--- src/rtl/bcg_pkg.sv ---
`timescale 1ns / 1ps
// bcg_pkg: shared constants, width helpers and front-end state type for the
// bar-graph cell generator. No dependencies.
package bcg_pkg;

  localparam int DATA_W        = 16;  // level, peak and full-scale readings
  localparam int CFG_W         = 6;   // cell count register
  localparam int CODE_W        = 3;   // character code
  localparam int CELL_COUNT_RST = 16;
  localparam int MAX_CELLS_DEF = 40;
  localparam int PIX_PER_CELL  = 6;
  localparam int QUEUE_DEPTH   = 2;

  localparam logic [CODE_W-1:0] CODE_EMPTY = 3'd0;
  localparam logic [CODE_W-1:0] CODE_FULL  = 3'd5;
  localparam logic [CODE_W-1:0] CODE_PEAK  = 3'd6;

  // bits needed to hold a cell count up to max_cells
  function automatic int cell_w(input int max_cells);
    return $clog2(max_cells + 1);
  endfunction

  // bits of a pixel count up to 6 * max_cells; also divider quotient width
  function automatic int quo_w(input int max_cells);
    return $clog2(PIX_PER_CELL * max_cells + 1);
  endfunction

  // job word: {fs_zero, peak_ok, n, pix, peak_idx}
  function automatic int job_w(input int max_cells);
    return 2 + cell_w(max_cells) + 2 * quo_w(max_cells);
  endfunction

  typedef enum logic [1:0] {
    F_IDLE,
    F_MUL,
    F_DIV,
    F_PUSH
  } front_state_t;

endpackage

--- src/rtl/bcg_fifo.sv ---
`timescale 1ns / 1ps
// bcg_fifo: small flop-based queue between the front and back ends.
// No package dependencies.
module bcg_fifo #(
  parameter int WIDTH = 8,
  parameter int DEPTH = 2
) (
  input  logic             clk,
  input  logic             rst,
  input  logic             wr,
  input  logic [WIDTH-1:0] wdata,
  output logic             full,
  input  logic             rd,
  output logic [WIDTH-1:0] rdata,
  output logic             empty
);

  localparam int PW = (DEPTH > 1) ? $clog2(DEPTH) : 1;
  localparam int CW = $clog2(DEPTH + 1);

  logic [WIDTH-1:0] mem [DEPTH];
  logic [PW-1:0]    wptr;
  logic [PW-1:0]    rptr;
  logic [CW-1:0]    count;
  logic             do_wr;
  logic             do_rd;

  assign full  = (count == CW'(DEPTH));
  assign empty = (count == '0);
  assign do_wr = wr && !full;
  assign do_rd = rd && !empty;
  assign rdata = mem[rptr];

  always_ff @(posedge clk) begin
    if (do_wr) begin
      mem[wptr] <= wdata;
    end
  end

  always_ff @(posedge clk) begin
    if (rst) begin
      wptr  <= '0;
      rptr  <= '0;
      count <= '0;
    end else begin
      if (do_wr) begin
        wptr <= (wptr == PW'(DEPTH - 1)) ? '0 : wptr + 1'b1;
      end
      if (do_rd) begin
        rptr <= (rptr == PW'(DEPTH - 1)) ? '0 : rptr + 1'b1;
      end
      if (do_wr && !do_rd) begin
        count <= count + 1'b1;
      end else if (do_rd && !do_wr) begin
        count <= count - 1'b1;
      end
    end
  end

endmodule

--- src/rtl/bcg_front.sv ---
`timescale 1ns / 1ps
// bcg_front: accepts readings, scales them and runs two restoring dividers
// (bar pixels and peak cell index). Depends on bcg_pkg.
module bcg_front #(
  parameter int MAX_CELLS = bcg_pkg::MAX_CELLS_DEF
) (
  input  logic                        clk,
  input  logic                        rst,
  input  logic [bcg_pkg::CFG_W-1:0]   cell_count,
  input  logic                        push,
  output logic                        full,
  input  logic [bcg_pkg::DATA_W-1:0]  level,
  input  logic [bcg_pkg::DATA_W-1:0]  peak_level,
  input  logic [bcg_pkg::DATA_W-1:0]  full_scale,
  output logic                        q_push,
  output logic [bcg_pkg::job_w(MAX_CELLS)-1:0] q_data,
  input  logic                        q_full
);

  localparam int DW    = bcg_pkg::DATA_W;
  localparam int CW    = bcg_pkg::cell_w(MAX_CELLS);
  localparam int QW    = bcg_pkg::quo_w(MAX_CELLS);
  localparam int NUM_W = DW + QW;
  localparam int SCW   = $clog2(QW + 1);

  bcg_pkg::front_state_t state, state_next;

  logic [DW-1:0]  lvl;
  logic [DW-1:0]  pk;
  logic [DW-1:0]  fs;
  logic [CW-1:0]  n;
  logic [CW-1:0]  n_in;
  logic           accept;
  logic [DW-1:0]  lvl_clamped;
  logic [QW-1:0]  n6;
  logic [NUM_W-1:0] pix_num;
  logic [NUM_W-1:0] pk_num;

  // divider registers: partial remainder plus shifting numerator/quotient
  logic [DW-1:0]  rem_x;
  logic [QW-1:0]  lo_x;
  logic [DW-1:0]  rem_p;
  logic [QW-1:0]  lo_p;
  logic [SCW-1:0] step;
  logic [DW:0]    rs_x;
  logic [DW:0]    rs_p;
  logic           ge_x;
  logic           ge_p;

  assign n_in = (int'(cell_count) > MAX_CELLS) ? CW'(MAX_CELLS) : CW'(cell_count);
  assign full   = (state != bcg_pkg::F_IDLE);
  assign accept = push && !full;

  assign lvl_clamped = (lvl > fs) ? fs : lvl;
  assign n6      = QW'(n) * QW'(bcg_pkg::PIX_PER_CELL);
  assign pix_num = NUM_W'(lvl_clamped) * NUM_W'(n6);
  assign pk_num  = NUM_W'(pk) * NUM_W'(n);

  assign rs_x = {rem_x, lo_x[QW-1]};
  assign rs_p = {rem_p, lo_p[QW-1]};
  assign ge_x = (rs_x >= {1'b0, fs});
  assign ge_p = (rs_p >= {1'b0, fs});

  assign q_data = {(fs == '0), (pk < fs), n, lo_x, lo_p};

  always_comb begin
    state_next = state;
    q_push     = 1'b0;
    unique case (state)
      bcg_pkg::F_IDLE: begin
        if (accept && (n_in != '0)) begin
          state_next = bcg_pkg::F_MUL;
        end
      end
      bcg_pkg::F_MUL: begin
        state_next = bcg_pkg::F_DIV;
      end
      bcg_pkg::F_DIV: begin
        if (step == SCW'(QW - 1)) begin
          state_next = bcg_pkg::F_PUSH;
        end
      end
      bcg_pkg::F_PUSH: begin
        q_push = !q_full;
        if (!q_full) begin
          state_next = bcg_pkg::F_IDLE;
        end
      end
      default: state_next = bcg_pkg::F_IDLE;
    endcase
  end

  always_ff @(posedge clk) begin
    if (rst) begin
      state <= bcg_pkg::F_IDLE;
    end else begin
      state <= state_next;
    end
  end

  always_ff @(posedge clk) begin
    if (accept) begin
      lvl <= level;
      pk  <= peak_level;
      fs  <= full_scale;
      n   <= n_in;
    end
    if (state == bcg_pkg::F_MUL) begin
      // quotient fits QW bits, so the top bits start as the remainder
      rem_x <= pix_num[NUM_W-1:QW];
      lo_x  <= pix_num[QW-1:0];
      rem_p <= pk_num[NUM_W-1:QW];
      lo_p  <= pk_num[QW-1:0];
      step  <= '0;
    end else if (state == bcg_pkg::F_DIV) begin
      rem_x <= ge_x ? DW'(rs_x - {1'b0, fs}) : rs_x[DW-1:0];
      rem_p <= ge_p ? DW'(rs_p - {1'b0, fs}) : rs_p[DW-1:0];
      if (QW > 1) begin
        lo_x <= {lo_x[QW-2:0], ge_x};
        lo_p <= {lo_p[QW-2:0], ge_p};
      end else begin
        lo_x <= QW'(ge_x);
        lo_p <= QW'(ge_p);
      end
      step <= step + 1'b1;
    end
  end

endmodule

--- src/rtl/bcg_back.sv ---
`timescale 1ns / 1ps
// bcg_back: walks the cells of one queued job and drives the output register.
// Depends on bcg_pkg.
module bcg_back #(
  parameter int MAX_CELLS = bcg_pkg::MAX_CELLS_DEF
) (
  input  logic                        clk,
  input  logic                        rst,
  input  logic [bcg_pkg::job_w(MAX_CELLS)-1:0] q_data,
  input  logic                        q_empty,
  output logic                        q_pop,
  output logic                        empty,
  input  logic                        pop,
  output logic [bcg_pkg::CODE_W-1:0]  char_code,
  output logic                        last_cell
);

  localparam int CW = bcg_pkg::cell_w(MAX_CELLS);
  localparam int QW = bcg_pkg::quo_w(MAX_CELLS);
  localparam int JW = bcg_pkg::job_w(MAX_CELLS);

  logic          busy;
  logic          fs_zero;
  logic          peak_ok;
  logic [CW-1:0] n;
  logic [QW-1:0] pix;
  logic [QW-1:0] pidx;
  logic [CW-1:0] idx;
  logic [QW-1:0] start;

  logic          ov;
  logic          emit;
  logic          last;
  logic          take;
  logic          is_full;
  logic          is_past;
  logic [bcg_pkg::CODE_W-1:0] code;

  assign empty   = !ov;
  assign emit    = busy && (!ov || pop);
  assign last    = (idx == CW'(n - 1'b1));
  assign take    = !q_empty && (!busy || (emit && last));
  assign q_pop   = take;

  assign is_full = (({1'b0, start} + (QW + 1)'(bcg_pkg::PIX_PER_CELL)) <= {1'b0, pix});
  assign is_past = (start > pix);

  always_comb begin
    if (fs_zero) begin
      code = bcg_pkg::CODE_EMPTY;
    end else if (is_full) begin
      code = bcg_pkg::CODE_FULL;
    end else if (is_past) begin
      code = (peak_ok && (QW'(idx) == pidx)) ? bcg_pkg::CODE_PEAK : bcg_pkg::CODE_EMPTY;
    end else begin
      // partial cell: pixels left over, always below six here
      code = bcg_pkg::CODE_W'(pix - start);
    end
  end

  always_ff @(posedge clk) begin
    if (rst) begin
      busy <= 1'b0;
      ov   <= 1'b0;
    end else begin
      if (take) begin
        busy <= 1'b1;
      end else if (emit && last) begin
        busy <= 1'b0;
      end
      if (emit) begin
        ov <= 1'b1;
      end else if (pop) begin
        ov <= 1'b0;
      end
    end
  end

  always_ff @(posedge clk) begin
    if (take) begin
      fs_zero <= q_data[JW-1];
      peak_ok <= q_data[JW-2];
      n       <= q_data[2*QW+CW-1:2*QW];
      pix     <= q_data[2*QW-1:QW];
      pidx    <= q_data[QW-1:0];
      idx     <= '0;
      start   <= '0;
    end else if (emit) begin
      idx   <= idx + 1'b1;
      start <= start + QW'(bcg_pkg::PIX_PER_CELL);
    end
    if (emit) begin
      char_code <= code;
      last_cell <= last;
    end
  end

endmodule

--- src/rtl/bargraph_cell_generator_with_peak_unit.sv ---
`timescale 1ns / 1ps
// bargraph_cell_generator_with_peak_unit: top level of the bar-graph cell
// generator. Depends on bcg_pkg, bcg_front, bcg_fifo and bcg_back.
//
// Usage:
//   Input side is a queue: drive level, peak_level and full_scale and raise
//   push; a transfer happens on a clock edge with push high and full low.
//   Output side is a queue too: while empty is low, char_code/last_cell hold
//   the oldest cell; a transfer happens on an edge with pop high.
//   One input transfer yields one output transfer per display cell, first
//   cell first; last_cell marks the final one. A cell count of zero yields
//   nothing.
//   cfg_we/cfg_wdata write the cell count (saturated to MAX_CELLS); write it
//   only while no item is in flight.
// Timing:
//   The first cell passes the input registers, the multiply state, the QW
//   divider steps, where QW = clog2(6*MAX_CELLS+1) (QW is 8 at 40 cells),
//   the job queue push, the back end's job registers and the output register.
//   The front end takes no new item until its last job is pushed (one bit
//   per cycle from two restoring dividers); the back end emits one cell per
//   cycle while the output register is empty or being popped.
// Reset: synchronous; clears the queues, the dividers' control and sets the
//   cell count to 16.
// Stall: when pop is held low the output register holds, the back end stops,
//   the job queue fills and then the front end holds full high in its push state.
module bargraph_cell_generator_with_peak_unit #(
  parameter int MAX_CELLS = bcg_pkg::MAX_CELLS_DEF
) (
  input  logic                        clk,
  input  logic                        rst,
  // configuration
  input  logic                        cfg_we,
  input  logic [bcg_pkg::CFG_W-1:0]   cfg_wdata,
  // input queue
  input  logic                        push,
  output logic                        full,
  input  logic [bcg_pkg::DATA_W-1:0]  level,
  input  logic [bcg_pkg::DATA_W-1:0]  peak_level,
  input  logic [bcg_pkg::DATA_W-1:0]  full_scale,
  // result queue
  output logic                        empty,
  input  logic                        pop,
  output logic [bcg_pkg::CODE_W-1:0]  char_code,
  output logic                        last_cell
);

  localparam int JW = bcg_pkg::job_w(MAX_CELLS);

  logic [bcg_pkg::CFG_W-1:0] cell_count;

  // job queue between the dividers and the cell walker
  logic          q_push;
  logic          q_full;
  logic          q_pop;
  logic          q_empty;
  logic [JW-1:0] q_wdata;
  logic [JW-1:0] q_rdata;

  always_ff @(posedge clk) begin
    if (rst) begin
      cell_count <= bcg_pkg::CFG_W'(bcg_pkg::CELL_COUNT_RST);
    end else if (cfg_we) begin
      cell_count <= cfg_wdata;
    end
  end

  bcg_front #(
    .MAX_CELLS (MAX_CELLS)
  ) u_front (
    .clk        (clk),
    .rst        (rst),
    .cell_count (cell_count),
    .push       (push),
    .full       (full),
    .level      (level),
    .peak_level (peak_level),
    .full_scale (full_scale),
    .q_push     (q_push),
    .q_data     (q_wdata),
    .q_full     (q_full)
  );

  bcg_fifo #(
    .WIDTH (JW),
    .DEPTH (bcg_pkg::QUEUE_DEPTH)
  ) u_queue (
    .clk   (clk),
    .rst   (rst),
    .wr    (q_push),
    .wdata (q_wdata),
    .full  (q_full),
    .rd    (q_pop),
    .rdata (q_rdata),
    .empty (q_empty)
  );

  bcg_back #(
    .MAX_CELLS (MAX_CELLS)
  ) u_back (
    .clk       (clk),
    .rst       (rst),
    .q_data    (q_rdata),
    .q_empty   (q_empty),
    .q_pop     (q_pop),
    .empty     (empty),
    .pop       (pop),
    .char_code (char_code),
    .last_cell (last_cell)
  );

  // front end only writes a job when the queue has room
  a_no_overflow: assert property (@(posedge clk) disable iff (rst)
    q_push |-> !q_full)
    else $error("job queue written while full");

  // back end only takes a job that is there
  a_no_underflow: assert property (@(posedge clk) disable iff (rst)
    q_pop |-> !q_empty)
    else $error("job queue read while empty");

  // coming out of reset both sides are quiet
  a_reset_quiet: assert property (@(posedge clk) disable iff (rst)
    $past(rst) |-> (empty && !full))
    else $error("block not idle after reset");

  // a waiting cell never carries a code above the peak marker
  a_code_range: assert property (@(posedge clk) disable iff (rst)
    !empty |-> (char_code <= bcg_pkg::CODE_PEAK))
    else $error("invalid character code");

endmodule
--- config.mk ---
export PLATFORM = sky130hd
export DESIGN_NAME = bargraph_cell_generator_with_peak_unit
export DESIGN_NICKNAME = d
export VERILOG_FILES = /design/src/rtl/bcg_pkg.sv /design/src/rtl/bcg_fifo.sv /design/src/rtl/bcg_front.sv /design/src/rtl/bcg_back.sv /design/src/rtl/bargraph_cell_generator_with_peak_unit.sv
export SDC_FILE = /design/constraint.sdc
export NUM_CORES = 1
export LEC_CHECK = 0
export ABC_AREA = 1
export BUFFER_PORTS_ARGS = -buffer_cell sky130_fd_sc_hd__buf_2
export CAP_MARGIN = 20
export CORE_MARGIN = 1
export CORE_UTILIZATION = 45
export CTS_BUF_LIST = sky130_fd_sc_hd__clkbuf_4
export DETAILED_ROUTE_END_ITERATION = 16
export PLACE_DENSITY = 0.61
export SLEW_MARGIN = 15
export SYNTH_ARGS = -nofsm -noshare
export SYNTH_HDL_FRONTEND = slang
export SYNTH_SLANG_ARGS = --single-unit
--- constraint.sdc ---
create_clock -name clk -period 7.9 [get_ports clk]
set_clock_uncertainty 0.05 [all_clocks]
set_input_delay 1.185 -clock clk [delete_from_list [all_inputs] [get_ports clk]]
set_output_delay 1.185 -clock clk [all_outputs]
set_load 0.01 [all_outputs]
## After elaboration in Yosys (flattened, before gate mapping)

Memory sizes are Yosys's and may differ from the RTL's. A register that Yosys moved wholly into a read port is not among the register bits.
Index checks and enable logic that the tools add are counted.

| storage, ports and cells | value |
|---|---|
| flip-flop bits (word level) | 138 |
| RAM bits | 48 |
| input bits | 59 |
| output and inout port bits | 6 |
| memories | 1 |

| cells by class | value |
|---|---|
| add/subtract/negate cells | 12 |
| multiply operators | 3 |
| magnitude comparators | 7 |
| equal/unequal tests | 10 |
| muxes and demuxes | 30 |
| reduce and logical (&&, ||, !) cells | 30 |

Memories:

| name | depth | width | read ports | clocked after memory_dff | wr ports | line | text |
|---|---|---|---|---|---|---|---|
| u_queue.mem | 2 | 24 | 1 | 1 | 1 | bcg_fifo.sv:21 | `logic [WIDTH-1:0] mem [DEPTH];` |

Operators by type and width:

| operator | number |
|---|---|
| $mux W16 | 5 |
| $ge A17 B16 Y1 | 2 |
| $mux W8 | 4 |
| $sub A16 B16 Y16 | 2 |
| $mux W14 | 2 |
| $mul A16 B7 Y23 | 1 |
| $mul A16 B6 Y22 | 1 |
| $gt A16 B16 Y1 | 1 |
| $logic_not A16 Y1 | 1 |
| $lt A16 B16 Y1 | 1 |
| $logic_and A1 B1 Y1 | 10 |
| $mux W2 | 5 |
| $reduce_bool A2 Y1 | 5 |
| $add A8 B3 Y9 const B | 1 |
| $le A9 B8 Y1 | 1 |
| $mux W1 | 9 |
| $mux W3 | 3 |
| $add A8 B3 Y8 const B | 1 |
| $eq A6 B8 Y1 | 1 |
| $gt A8 B8 Y1 | 1 |
| $pmux W2 S4 | 1 |
| $logic_not A1 Y1 | 7 |
| $mul A6 B2 Y7 const B | 1 |
| $add A6 B1 Y6 const B | 1 |
| other kinds (19) | 25 |

## Longest topological paths before layout

Gate-level depths: netlist of run 1.

| logic depth | value |
|---|---|
| depth in word-level cells | 10 |
| mapped depth | 35 |
| gate-level depth less buffers | 34 |

## Hierarchy

A second synthesis of run 1 with hierarchy kept.

| unflattened totals | value |
|---|---|
| cell total of the unflattened synthesis | 2189 |
| area, all modules | 18494.0 µm² |

Modules (own cells, without submodules):

| module | times used | cells an instance | area each (µm²) | sequential area each (µm²) |
|---|---|---|---|---|
| bcg_front | 1 | 1770 | 13773.2 | 3153.0 |
| bcg_back | 1 | 270 | 2384.8 | 1141.1 |
| bcg_fifo | 1 | 112 | 2090.8 | 1541.5 |
| bargraph_cell_generator_with_peak_unit | 1 | 37 | 245.2 | 120.1 |

## Worst setup path after synthesis of run 1

No wires, ideal clock.

| timing | value |
|---|---|
| path type | register to register |
| start point | register u_front.n[1] |
| end point | register u_front.rem_x[14] (data pin) |
| library setup time | 0.253 ns |
| arrival | 5.230 ns |
| required time | 7.597 ns |
| path slack | 2.367 ns |
| cell stages (with the launch flop) | 23 |
| path buffers | 1 |
| period minus slack after synthesis | 5.533 ns |
| cell sequence | edfxtp_1 ha_1 fa_1 a21oi_1 o21bai_1 xor2_1 clkbuf_1 nor2_1 fa_1 fa_1 fa_1 inv_1 fa_1 inv_1 ha_1 a21oi_1 nor2_1 nor2_1 inv_1 o21ai_0 nand4_1 nand3_1 nand2_1 |

| between the ends | value |
|---|---|
| longest elaborated chain between the ends | 3 |

Ends and longest elaborated chain:

| element | line | text |
|---|---|---|
| start: declaration | bcg_front.sv:31 | `logic [CW-1:0] n;` |
| start signal: assignment | bcg_front.sv:106 | `n <= n_in;` |
| $mul A6 B2 Y7 | bcg_front.sv:55 | `assign n6 = QW'(n) * QW'(bcg_pkg::PIX_PER_CELL);` |
| $mul A16 B7 Y23 | bcg_front.sv:56 | `assign pix_num = NUM_W'(lvl_clamped) * NUM_W'(n6);` |
| $mux W16 | bcg_front.sv:108 | `if (state == bcg_pkg::F_MUL) begin` |
| end signal: assignment | bcg_front.sv:110 | `rem_x <= pix_num[NUM_W-1:QW];` |
| end signal: assignment | bcg_front.sv:116 | `rem_x <= ge_x ? DW'(rs_x - {1'b0, fs}) : rs_x[DW-1:0];` |
| end: declaration | bcg_front.sv:40 | `logic [DW-1:0] rem_x;` |

No other way between the ends.
A chain may end at the register's enable or synchronous reset.

## Final worst setup path of run 1

| timing | value |
|---|---|
| start point | register u_front.fs[11] |
| end point | register u_front.rem_x[8] (data pin) |

| between the ends | value |
|---|---|
| longest elaborated chain between the ends | 4 |
| elaborated cells on any way between the ends | 7 |
| those cells by class | 1 x mul; 2 x order compare; 4 x mux |

Ends and longest elaborated chain:

| element | line | text |
|---|---|---|
| start: declaration | bcg_front.sv:30 | `logic [DW-1:0] fs;` |
| start signal: assignment | bcg_front.sv:105 | `fs <= full_scale;` |
| $gt A16 B16 Y1 or $ge A17 B16 Y1 (tied branches) | bcg_front.sv:54, bcg_front.sv:61 |  |
| $mux W16 (on tied branches) | bcg_front.sv:54, bcg_front.sv:116 |  |
| $mul A16 B7 Y23 or $mux W16 (tied branches) | bcg_front.sv:56, bcg_front.sv:115 |  |
| $mux W16 (*) | bcg_front.sv:108 |  |

Mark *: on every way between the ends. The rest lies on a longest branch, timed or not. The select of a mux whose other input is x is not followed.

==> impl_results.md, run 1 <==
- Most numerous cell in the Yosys netlist: nand2_1
- Clock tree root driver cell: clkbuf_4
- Hold bufs inserted after CTS: 0
- CP required: 8.33 ns
- Synthesized net count: 2533
- Layout cells sized above 1: 0.1037
- Post-CTS resize count: 0
- PortBufs: 64
- Final WL: 48530 um
- Post-synth EDFFs: 175
- GP Congestion: 0.9317
- DP HPWL: 38320 um
- Reg2reg setup slack: 1.11 ns
- Clk_lat worst skew: 0.80 ns
- Crit path time final: 6.786 ns
- Drt drc: 0
- Max cap viols: 0
- Max incr delay on CP: 0.62 ns
- Vias in the first global route: 14.64k
- Crit path top cell by count: nand2_1
- Final non-filler cell area: 0.02000 mm2
- # rows: 73
- Overall Global Routing Usage: 0.2408
- Gr ovfl total: 0
- Pre-Repair DR Iteration Count: 8
- Post-synthesis cell area: 0.01825 mm2
- Crit path DAT: 7.22 ns
- Clock buffer depth: 3
- CP max FO: 22
- Pin count of the biggest net entering global routing: 55
- Top cell type's share of synthesized area: 0.2879
- R2R cell count: 29
- Startpoint Class: register
- Outcome: complete, no violations
- Die Wd: 203.4 um
- Ys flop type: edfxtp_1
- Worst Tran Pin Value: 1.122 ns
- Max Clk Rate: 147.4 MHz
- Finished Core Util: 0.5022
- Most frequent cells after synthesis: 523 x nand2_1, 361 x inv_1, 191 x nor2_1, 175 x edfxtp_1, 164 x ha_1
- Sequential area share after synthesis: 0.3252
- Final slew viol count: 0
- Kind of critical path: register to register
- Post-Synthesis Cells: 2181
- Layout area overhead: 9.584%
- Synth warn: 0
- Initial Util: 0.4583
- Final setup viols: 0
- CTS clk-pin slew, worst paths: 0.07 ns
- DR WL/cell: 17.02 um
- Core Box Area: 0.03982 mm2
- Hold Fails Final Rpt: 0
- H-tree levels: 2
- Critical path capture point type: register
- HP Class: register to register
- Setup Fix Bufs, Post-CTS: 0
- Max-slew headroom: 0.2518
- Global-route wire length before repair: 77090 um
- TritonCTS clock tree: yes
- CP max stage cell: nand2_1
- Initial drt markers: 1155
- Die area: 0.04137 mm2
- Final ANT Viol Nets: 0
- Io pins: 65
- Hold path cells: 0
- Cell taking the most area after synthesis: edfxtp_1
- Setup TNS: 0 ns
- Vias: 14.80k
- Hold_ws: 0.4272 ns
- CTS Buf Count: 56
- FFs w/ async S/R, synth: 0
- Synth Area per Inst: 8.368 um2
- Fillers: 3934
- Yosys cell types: 47
- Initial antenna violation count: 2
- Tcrit/Tclk final: 0.8589
- Largest cells by area after synthesis: edfxtp_1 29%, fa_1 14%, ha_1 11%
- Die Height: 203.4 um
- RSZ-0062 raised after global routing: no
- Synth Register Bits: 209
- Via-per-instance ratio: 5.192
- TritonCTS Sinks: 209
- DP Area: 0.01919 mm2
- Fin nets: 2632
==> critical path: cells and delay by family (launching register included) <==
family	cells	cell delay, ns
adder cells (fa/ha/maj)	6	2.79
AND/OR/NAND/NOR	17	2.75
buffers and inverters	6	0.51
flip-flops	1	0.41
==> flip-flops by register name, summed over array words and instances, names as in the netlist, 16 cells and up <==
register / count
u_queue.mem: 48
u_front.pk: 16
u_front.lvl: 16
u_front.rem_p: 16
u_front.fs: 16
u_front.rem_x: 16
==> layout by cell type, fill, tap and decap left out, drive strengths merged, types with 12 or more instances in the layout <==
| cell | n |
|---|---|
| nand2 | 540 |
| inv | 367 |
| nor2 | 191 |
| edfxtp | 175 |
| ha | 164 |
| nand3 | 138 |
| fa | 129 |
| a21oi | 112 |
| buf | 86 |
| o21ai | 82 |
| clkbuf | 79 |
| dfxtp | 34 |
| xor2 | 28 |
| mux2 | 24 |
| xnor2 | 24 |
| nor3 | 22 |
| nand3b | 22 |
| nand4 | 21 |
| clkinv | 18 |
| o211ai | 12 |
==> routing by layer <==
layer | up-vias | routed length [um] | GRT usage
met5 | - | 0 | 0
met2 | 447 | 22140 | 0.3869
met3 | 101 | 3114 | 0.04794
met1 | 6963 | 21600 | 0.3189
li1 | 7292 | - | -
met4 | 0 | 1675 | 0.09560
==> cell type report <==
class | instances | area [um2] | area share
timing repair buffer | 86 | 485.5 | 0.02427
multi-input combinational | 1561 | 10740 | 0.5371
sequential | 209 | 5936 | 0.2968
inverter | 366 | 1376 | 0.06881
tap | 525 | 656.9 | 0.03284
clock inverter | 23 | 206.4 | 0.01032
clock buffer | 79 | 593.1 | 0.02965
antenna | 2 | 5.005 | 0.0002502
==> path summary, 6_finish.rpt <==
check,startpoint,to
max,u_front.fs[11],u_front.rem_x[8]
min,u_front.lo_x[7],u_queue.mem[0][15]
max reg2reg,u_front.fs[11],u_front.rem_x[8]
min reg2reg,u_front.lo_x[7],u_queue.mem[0][15]
==> kinds of logic (layout without fill, tap and decap cells) <==
kind of cell / Yosys count / count (layout) / share of synthesized area
xor+xnor: 52 / 52 / 0.02495
compound gates: 238 / 238 / 0.07322
mux: 24 / 24 / 0.01481
fa+ha+maj: 293 / 293 / 0.2539
flops: 209 / 209 / 0.3252
other cells: 0 / 2 / 0
simple gates: 954 / 954 / 0.2209
buf+inv: 411 / 554 / 0.08700
==> per-stage QoR <==
stage,instances,setup slack (ns)
final,2851,1.114
after global routing,2851,0.5659
after CTS,2849,1.079
after detailed placement,2747,1.085
after global placement,2747,1.129
after floorplan,2181,2.367
Power of run 1 is left out: the tool's default activity adds up to more than one toggle a clock period on the data nets, which glitch-free logic cannot reach.
==> inputs of run 2 (changes only) <==
--- a/config.mk
+++ b/config.mk
@@ -9,10 +9,10 @@
 export BUFFER_PORTS_ARGS = -buffer_cell sky130_fd_sc_hd__buf_2
 export CAP_MARGIN = 20
 export CORE_MARGIN = 1
-export CORE_UTILIZATION = 45
+export CORE_UTILIZATION = 25
 export CTS_BUF_LIST = sky130_fd_sc_hd__clkbuf_4
 export DETAILED_ROUTE_END_ITERATION = 16
-export PLACE_DENSITY = 0.61
+export PLACE_DENSITY = 0.39
 export SLEW_MARGIN = 15
 export SYNTH_ARGS = -nofsm -noshare
 export SYNTH_HDL_FRONTEND = slang
==> impl_results.md, run 2 (synthesis results as in run 1) <==
- Crit path time final: 6.905 ns (+0.1194 ns)
- RSZ-0062 raised after global routing: no
- Layout area overhead: 13.32%
- Kind of critical path: register to register
- Vias: 14.88k (+0.51%)
- CP required: 8.36 ns (+0.03 ns)
- Via-per-instance ratio: 4.503 (-13%)
- CP max stage cell: fa_1
- Max FFs per register: 48 (unchanged)
- CTS clk-pin slew, worst paths: 0.06 ns (about the same)
- Final ANT Viol Nets: 0 (unchanged)
- CP Depth: 29 (unchanged)
- Final slew viol count: 0 (unchanged)
- Crit path top cell by count: nand2_1
- TritonCTS clock tree: yes
- Biggest register: u_queue.mem
- Post-CTS resize count: 0 (unchanged)
- Crit path DAT: 7.36 ns (+0.14 ns)
- DR WL/cell: 16.74 um (-1.7%)
- Io pins: 65 (unchanged)
- Die area: 0.07409 mm2 (+79%)
- Gr ovfl total: 0 (unchanged)
- Critical Path End: u_front.rem_x[14]
- Core Box Area: 0.07185 mm2 (+80%)
- Setup Fix Bufs, Post-CTS: 0 (unchanged)
- Max-slew headroom: 0.3580 (+0.1061)
- Final setup viols: 0 (unchanged)
- Tcrit/Tclk final: 0.8740 (+0.01511)
- R2R cell count: 29 (unchanged)
- Most frequent cells in the layout: 523 x nand2_1, 360 x inv_1, 189 x nor2_1
- DP HPWL: 43850 um (+14%)
- CP max FO: 22 (unchanged)
- CTS Buf Count: 68 (+21%)
- Overall Global Routing Usage: 0.1527 (-0.08814)
- Clock tree root driver cell: clkbuf_4
- H-tree levels: 3 (+1)
- Global-route wire length before repair: 87170 um (+13%)
- Initial antenna violation count: 1 (-1)
- Worst Tran Pin Value: 0.9630 ns (-0.1592 ns)
- Crit Reg-Reg Endpoint: u_front.rem_x[14]
- # rows: 98 (+34%)
- Clk_lat worst skew: 0.78 ns (-0.02 ns)
- Clock buffer depth: 3 (unchanged)
- Critical path capture point type: register
- GP Congestion: 0.8876 (-4.7%)
- Die Wd: 272.2 um (+34%)
- Reg2reg setup slack: 1.0 ns (-0.12 ns)
- Hold bufs inserted after CTS: 0 (unchanged)
- Max Clk Rate: 144.8 MHz (-1.7%)
- Max incr delay on CP: 0.56 ns (-0.06 ns)
- CP bufs+invs: 8 (+2)
- Commonest non-fill, non-tap cell in the layout: nand2_1
- Vias in the first global route: 15.22k (+3.9%)
- HP Class: register to register
- Die Height: 272.2 um (+34%)
- Final WL: 55310 um (+14%)
- Hold Fails Final Rpt: 0 (unchanged)
- Critical Path Source: u_front.fs[15]
- Pre-Repair DR Iteration Count: 5 (-3)
- Drt drc: 0 (unchanged)
- TritonCTS Sinks: 209 (unchanged)
- Initial Util: 0.2540 (-0.2043)
- CP top delay family: adder cells
- Pin count of the biggest net entering global routing: 47 (-15%)
- Setup TNS: 0 ns (unchanged)
- Outcome: complete, no violations
- Max cap viols: 0 (unchanged)
- Initial drt markers: 804 (-30%)
- Startpoint Class: register
- Fin nets: 2652 (+0.76%)
- R2R Path Start: u_front.fs[15]
- Layout cells sized above 1: 0.1130 (+0.009347)
- PortBufs: 64 (unchanged)
-- run 2: final cells by class --
class / instances / area, um2
multi-input combinational: 1561 / 10740
sequential: 209 / 5936
inverter: 366 / 1376
tap: 950 / 1189
clock buffer: 98 / 735.7
clock inverter: 25 / 160.2
timing repair buffer: 94 / 545.5
antenna: 1 / 2.502
fill: 7834 / 51170
-- run 2: worst min-delay path by stage --
stage / startpoint / endpoint / slack, ns / cells after the start
after detailed placement: u_front.lo_p[2] / u_queue.mem[1][2] / 0.42 / 0
after floorplan: u_front.lo_x[7] / u_queue.mem[0][15] / 0.40 / 0
after CTS: peak_level[6] / u_front.pk[6] / 0.43 / 1
after global routing: full_scale[5] / u_front.fs[5] / 0.44 / 1
final: u_front.lo_p[2] / u_queue.mem[1][2] / 0.43 / 0
after global placement: u_front.lo_p[6] / u_queue.mem[0][6] / 0.41 / 0
-- run 2: layer usage --
| layer | global-route usage | vias up | share of wire |
|---|---|---|---|
| met4 | 0.05308 | 0 | 0.028 |
| met5 | 0 | - | 0 |
| li1 | - | 7343 | - |
| met2 | 0.2339 | 366 | 0.44 |
| met1 | 0.2127 | 7069 | 0.49 |
| met3 | 0.03042 | 100 | 0.048 |
-- run 2: stage by stage --
stage,setup WS [ns],area [um2],utilization,cells,hold WS (ns)
global route,0.4090,20680,0.2878,3304,0.4412
detailed placement,0.9974,19780,0.2753,3180,0.4169
finish,0.9951,20680,0.2878,3304,0.4260
floorplan,2.367,18250,-,2181,0.3950
global placement,1.120,19780,0.2753,3180,0.4105
CTS,0.9622,20680,0.2878,3303,0.4251
-- run 2: worst reg2reg max path: cells and delay by family, from the launching register on --
| kind | cells | cell delay, ns |
|---|---|---|
| and+or+nand+nor | 14 | 1.96 |
| AOI/OAI and AO/OA | 1 | 0.30 |
| DFF | 1 | 0.36 |
| adders and majority gates | 6 | 2.80 |
| buffers and inverters | 8 | 1.16 |
Power of run 2 is left out for the same reason.
